<file path="config.mk">
export PLATFORM = sky130hd
export DESIGN_NAME = hrs_ctrl
export DESIGN_NICKNAME = d
export VERILOG_FILES = /design/src/hdl/hrs_pkg.sv /design/src/hdl/hrs_ctrl.sv
export SDC_FILE = /design/constraint.sdc
export NUM_CORES = 1
export LEC_CHECK = 0
export BUFFER_PORTS_ARGS = -buffer_cell sky130_fd_sc_hd__buf_2
export CAP_MARGIN = 20
export CORE_MARGIN = 2
export CORE_UTILIZATION = 54
export CTS_CLUSTER_DIAMETER = 100
export DETAILED_ROUTE_END_ITERATION = 16
export PLACE_DENSITY = 0.86
export SKIP_CTS_REPAIR_TIMING = 1
export SYNTH_ARGS = -nofsm -noshare
export SYNTH_HDL_FRONTEND = slang
export SYNTH_SLANG_ARGS = --single-unit
</file>
<file path="constraint.sdc">
create_clock -name clk -period 4.21 [get_ports clk]
set_input_delay 0.2105 -clock clk [delete_from_list [all_inputs] [get_ports clk]]
set_output_delay 0.2105 -clock clk [all_outputs]
set_load 0.02 [all_outputs]
</file>
<file path="src/hdl/hrs_pkg.sv">
`timescale 1ns / 1ps

package hrs_pkg;

  // Default sizing
  localparam int NUM_BINS_DEF    = 1024;
  localparam int COUNT_WIDTH_DEF = 32;

  // Width of the shared divider
  localparam int DIV_W = 64;

  // Item opcodes
  localparam logic [1:0] OP_PUT   = 2'd0;
  localparam logic [1:0] OP_READ  = 2'd1;
  localparam logic [1:0] OP_CLEAR = 2'd2;
  localparam logic [1:0] OP_NOP   = 2'd3;

  // Register indexes (byte address / 4)
  localparam logic [1:0] REG_RANGE_LOW = 2'd0;
  localparam logic [1:0] REG_BIN_WIDTH = 2'd1;
  localparam logic [1:0] REG_BINS_USED = 2'd2;

  // Divider operand selects
  localparam logic [1:0] DIV_BIN  = 2'd0;
  localparam logic [1:0] DIV_MEAN = 2'd1;
  localparam logic [1:0] DIV_VAR  = 2'd2;

  // Controller to datapath
  typedef struct packed {
    logic       load;
    logic       clr_start;
    logic       sweep;
    logic       div_start;
    logic [1:0] div_sel;
    logic       read_rd;
    logic       bin_apply;
    logic       bin_write;
    logic       first_load;
    logic       mul;
    logic       acc;
    logic       var_load;
    logic       out_load;
  } hrs_cmd_t;

  // Datapath to controller
  typedef struct packed {
    logic       div_done;
    logic       sweep_last;
    logic       first;
    logic       out_busy;
    logic [1:0] opcode;
  } hrs_sts_t;

endpackage

</file>
<file path="src/hdl/hrs_ctrl.sv">
`timescale 1ns / 1ps

module hrs_ctrl (
  input  logic              clk,
  input  logic              rst,
  input  logic              in_valid,
  output logic              in_ready,
  input  hrs_pkg::hrs_sts_t sts,
  output hrs_pkg::hrs_cmd_t cmd
);

  typedef enum logic [11:0] {
    S_SWEEP  = 12'b000000000001,
    S_IDLE   = 12'b000000000010,
    S_LAUNCH = 12'b000000000100,
    S_BDIV   = 12'b000000001000,
    S_BWRITE = 12'b000000010000,
    S_MDIV   = 12'b000000100000,
    S_ACC    = 12'b000001000000,
    S_VSTART = 12'b000010000000,
    S_VDIV   = 12'b000100000000,
    S_DONE   = 12'b001000000000,
    S_MUL    = 12'b010000000000,
    S_SPARE  = 12'b100000000000
  } state_t;

  state_t state, state_next;
  logic   reply, reply_next;

  assign in_ready = (state == S_IDLE);

  // Sequencing of one item
  always_comb begin
    cmd        = '0;
    state_next = state;
    reply_next = reply;
    case (state)
      S_SWEEP: begin
        cmd.sweep = 1'b1;
        if (sts.sweep_last) begin
          state_next = reply ? S_DONE : S_IDLE;
        end
      end
      S_IDLE: begin
        if (in_valid) begin
          cmd.load   = 1'b1;
          state_next = S_LAUNCH;
        end
      end
      S_LAUNCH: begin
        case (sts.opcode)
          hrs_pkg::OP_PUT: begin
            cmd.div_start = 1'b1;
            cmd.div_sel   = hrs_pkg::DIV_BIN;
            state_next    = S_BDIV;
          end
          hrs_pkg::OP_READ: begin
            cmd.read_rd = 1'b1;
            state_next  = S_DONE;
          end
          hrs_pkg::OP_CLEAR: begin
            cmd.clr_start = 1'b1;
            reply_next    = 1'b1;
            state_next    = S_SWEEP;
          end
          default: state_next = S_DONE;
        endcase
      end
      S_BDIV: begin
        if (sts.div_done) begin
          cmd.bin_apply = 1'b1;
          state_next    = S_BWRITE;
        end
      end
      S_BWRITE: begin
        cmd.bin_write = 1'b1;
        if (sts.first) begin
          cmd.first_load = 1'b1;
          state_next     = S_DONE;
        end else begin
          cmd.div_start = 1'b1;
          cmd.div_sel   = hrs_pkg::DIV_MEAN;
          state_next    = S_MDIV;
        end
      end
      S_MDIV: begin
        if (sts.div_done) begin
          cmd.mul    = 1'b1;
          state_next = S_ACC;
        end
      end
      S_ACC: begin
        cmd.acc    = 1'b1;
        state_next = S_VSTART;
      end
      S_VSTART: begin
        cmd.div_start = 1'b1;
        cmd.div_sel   = hrs_pkg::DIV_VAR;
        state_next    = S_VDIV;
      end
      S_VDIV: begin
        if (sts.div_done) begin
          cmd.var_load = 1'b1;
          state_next   = S_DONE;
        end
      end
      S_DONE: begin
        if (!sts.out_busy) begin
          cmd.out_load = 1'b1;
          reply_next   = 1'b0;
          state_next   = S_IDLE;
        end
      end
      default: state_next = S_IDLE;
    endcase
  end

  always_ff @(posedge clk) begin
    if (rst) begin
      state <= S_SWEEP;
      reply <= 1'b0;
    end else begin
      state <= state_next;
      reply <= reply_next;
    end
  end

endmodule

</file>
# After elaboration in Yosys (flattened, before gate mapping)
# Cells that the tools add are included.
[word_totals] regBits=13 latchBits=0 mem_bits_rw=0 romBits=0 input_bits=9 output_inout_bits=15 elab_cells=57 mem_count=0
[op_classes] n_addsub=0 n_mul=0 div=0 order_cmp=0 eq_ne=19 shifts=0 muxes=32 n_bitwise=0 n_reduce_logical=4
[op_table] cell="case mux 12 bit (10 select lines)" count=1
[op_table] cell="2-to-1 mux 12 bit" count=6
[op_table] cell="2-to-1 mux 10 bit" count=2
[op_table] cell="case mux 10 bit (2 select lines)" count=1
[op_table] cell="2-to-1 mux 1 bit" count=17
[op_table] cell="== test 12 x 1 -> 1 bit, second input constant" count=1
[op_table] cell="== test 12 x 10 -> 1 bit, second input constant" count=1
[op_table] cell="== test 12 x 2 -> 1 bit, second input constant" count=1
[op_table] cell="== test 12 x 3 -> 1 bit, second input constant" count=1
[op_table] cell="== test 12 x 4 -> 1 bit, second input constant" count=1
[op_table] cell="== test 12 x 5 -> 1 bit, second input constant" count=1
[op_table] cell="== test 12 x 6 -> 1 bit, second input constant" count=1
[op_table] cell="== test 12 x 7 -> 1 bit, second input constant" count=1
[op_table] cell="== test 12 x 8 -> 1 bit, second input constant" count=1
[op_table] cell="== test 12 x 9 -> 1 bit, second input constant" count=1
[op_table] cell="inequality test 2 bit, second input constant" count=6
[op_table] cell="case mux 3 bit (3 select lines)" count=1
[op_table] cell="2-to-1 mux 3 bit" count=2
[op_table] cell="AND reduction 6 bit" count=1
[op_table] cell="AND reduction 3 bit" count=1
[op_table] cell="== test 2 x 1 -> 1 bit, second input constant" count=1
[op_table] cell="== test 2 bit, second input constant" count=1
[op_table] cell="logical NOT 2 bit" count=1
[op_table] cell="2-to-1 mux 2 bit" count=1
[op_table] cell="other kinds (3)" count=3

# Depth between registers and ports, before layout
[depth] depth_word=3 depth_mapped=6 depth_no_buf=5

# Worst setup path before layout
# OpenSTA, ideal clock, no wires.
[synth_path] kind="register -> output" start="register state[8]" end="output port cmd[10] in the netlist's numbering" arrival_ps=1606 path_slack_ps=2394 path_stages_with_launch=6 n_path_buf=1 path_cell_list="dfxtp_1 -> buf_6 -> nor4_4 -> nand2_2 -> nor3_2 -> or3_1"
[synth_rtl] element="start, declared" line="hrs_ctrl.sv:27" source="state_t state, state_next;"
[synth_rtl] element="start signal, assigned" line="hrs_ctrl.sv:123" source="state <= state_next;"
[synth_rtl] element="end, declared" line="hrs_ctrl.sv:9" source="output hrs_pkg::hrs_cmd_t cmd"

==> run_results.csv <==
group,metric,value,unit
run_status,run_status,"finished, final reports clean",
worst_setup_path,rrSetupSlack,2520,ps
clock_tree,path_clk_slew,80,ps
power_and_ir_drop,power.density,247,nW/µm²
final_layout,drive_above_1_share,37.1,%
timing,fin_crit,2100,ps
yosys,async_flop_share,0,%
floorplan,core,1510,µm²
worst_setup_path,worst_setup_path_end_kind,"output pin",
routing,wl,2170,µm
power_and_ir_drop,power.leakage,0.420,nW
worst_setup_path,r2r_cells,5,
yosys,ys_seq_area_share,25.4,%
timing,rsz0062_at_grt,"no",
global_route,grt_pass1_vias,778,
timing,skew,5.33,ps
yosys,yosys-top-cells-area,"dfxtp_1, nor3_2, nor2_1",
floorplan,io_pins,24,
final_layout,diodes,0,
clock_tree,clock-root-buffer,"clkbuf_4",
yosys,synth_cell_types,40,
worst_setup_path,start_kind,"flip-flop",
worst_setup_path,critical_path_required,4000,ps
clock_tree,cts_tree,"done",
timing,worst_pin_slew,402,ps
yosys,syn_inst,100,
yosys,yosysTopAreaCell,"dfxtp_1",
power_and_ir_drop,vdd_drop_max,197,µV
routing,wl_per_cell,15.5,µm
final_layout,final_util,67.1,%
yosys,ys_ff_latch,11,
yosys,synth_ff_type,"dfxtp_1",
timing,post-route-period-util,49.9,%
worst_setup_path,crit_slowest_cell,"nor4_4",
worst_hold_path,min_to,"state[9]",
floorplan,die_y,44.1,µm
placement,place_area,983,µm²
timing,worst_slack,2110,ps
routing,drc,0,
yosys,synth_area_per_cell,8.68,µm²
final_layout,area_growth,16.4,%
placement,dp_slack,2410,ps
timing,relSlewSlack,73.2,%
clock_tree,htree_levels,1,
routing,vias,876,
floorplan,start_util,57.6,%
timing,slew_violations,0,
floorplan,rows,14,
run,maxCapViolCount,0,
floorplan,dieArea,1940,µm²
worst_setup_path,arrival,1890,ps
routing,dr.pass1.iters,4,
worst_hold_path,hold_class,"input port to flip-flop",
placement,place_congestion,1.02,
timing,finalSetupTns,0,ps
global_route,globalRouteOverflowTotal,0,
final_layout,fin_area,1010,µm²
placement,numPortBuffers,23,
final_layout,nNetsFinal,134,
yosys,yosys.area.top_type_share,25.4,%
timing,setup-violations-final,0,
clock_tree,cts.sinks,11,
timing,final_hold_viol_count,0,
global_route,grt_start_max_net_pins,10,
routing,drtAntennaViolNets,0,
clock_tree,cts_made_buffers,3,
routing,initialDrtViolationCount,24,
placement,post-dp-hpwl,1730,µm
global_route,antenna_found_initial,0,
yosys,syn-num-nets,109,
worst_setup_path,r2r_start,"state[5]",
worst_setup_path,path_max_fanout,8,
clock_tree,worstSkewPairLatency,270,ps
worst_setup_path,cp_slowest_stage_delay,420,ps
worst_setup_path,critPathKind,"flip-flop to output pin",
worst_setup_path,crit_path_cell_trace,"nor4_4, nand2_4, nor4_1, or3_1, buf_2",
worst_setup_path,r2r_end,"state[9]",
timing,fmax,476,MHz
yosys,netlist_area,868,µm²
yosys,ys_warn_count,0,
routing,vias_per_cell,6.26,
clock_tree,clockBufferDepth,2,
yosys,synth_enable_flop_cells,0,
floorplan,chipWidth,44.1,µm
worst_hold_path,hold_start,"sts[2]",
global_route,grt_pass1_wl,3530,µm
global_route,track_usage,24.5,%
worst_hold_path,worstHoldPathCells,3,
-- cells by family after synthesis --
family | count (synthesis) | share of synthesized area (%)
AOI/OAI and AO/OA | 19 | 16.6
xor gates and xnor gates | 1 | 1.01
and+or+nand+nor | 62 | 53.0
buffers and inverters | 7 | 4.03
DFF | 11 | 25.4
-- sequential cells by signal, indices dropped and copies added (netlist names) --
name,cells
state,10
reply,1
-- area by class of cell --
type / instances / area, µm²
Fill cell: 121 / 495
Clock buffer: 3 / 22.5
Sequential cell: 11 / 220
Multi-Input combinational cell: 82 / 613
Tap cell: 16 / 20.0
Timing Repair Buffer: 23 / 115
Inverter: 4 / 15.0
Clock inverter: 1 / 5.00
-- metrics by stage --
stage	instances	power (mW)	hold slack, ps
3_5_place_dp	136	0.177	490
4_1_cts	140	0.250	205
3_3_place_gp	136	0.176	478
2_1_floorplan	100	0.160	280
5_1_grt	140	0.261	229
6_report	140	0.250	203
-- Yosys cell counts (2+ instances only) --
| master | count |
|---|---|
| nor4_1 | 3 |
| nand3_1 | 2 |
| nand2b_1 | 5 |
| a21oi_1 | 5 |
| nor2_1 | 12 |
| or3_1 | 3 |
| nor3_1 | 7 |
| nor3_2 | 5 |
| inv_1 | 4 |
| nor4b_1 | 2 |
| and2_1 | 5 |
| o32ai_1 | 3 |
| nand3b_1 | 2 |
| nor4_4 | 2 |
| dfxtp_1 | 11 |
| o21ai_0 | 2 |
| nand2_1 | 4 |
-- power breakdown --
group | switching, mW | internal (mW) | total (mW) | leakage, nW
Clock | 0.0388 | 0.0352 | 0.0740 | 0.0177
Combinational | 0.0380 | 0.0251 | 0.0631 | 0.313
Sequential | 0.00631 | 0.107 | 0.113 | 0.0893
Total | 0.0831 | 0.167 | 0.250 | 0.420
-- metal layers --
layer	wire length [µm]	GRT usage (%)	share of wire [%]
met2	1040	40.0	48
met5	0	0	0
met4	108	12.1	5.0
met3	147	2.86	6.8
met1	867	31.7	40
-- layout by cell type (no fill, tap or decap), types with 3 or more instances in the layout --
| master | instances |
|---|---|
| inv_1 | 4 |
| dfxtp_1 | 11 |
| or3_1 | 3 |
| nand2b_1 | 5 |
| nand2_1 | 4 |
| nor4_1 | 3 |
| clkbuf_4 | 3 |
| a21oi_1 | 5 |
| nor2_1 | 12 |
| o32ai_1 | 3 |
| buf_2 | 23 |
| nor3_1 | 7 |
| nor3_2 | 5 |
| and2_1 | 5 |
-- critical path, delay by kind of cell (launching register included) --
kind | cells | cell delay (ps)
buf+inv | 1 | 150
flops | 1 | 410
simple gates | 4 | 1060
-- worst max-delay path by stage --
stage | startpoint | end | cells past startpoint
global route | state[4] | cmd[3] | 5
finish | state[5] | cmd[10] | 5
CTS | state[5] | cmd[10] | 5
detailed placement | state[4] | cmd[10] | 5
global placement | state[4] | cmd[10] | 5
floorplan | state[8] | cmd[10] | 5
Note: power is estimated with default switching activity, not from simulation.
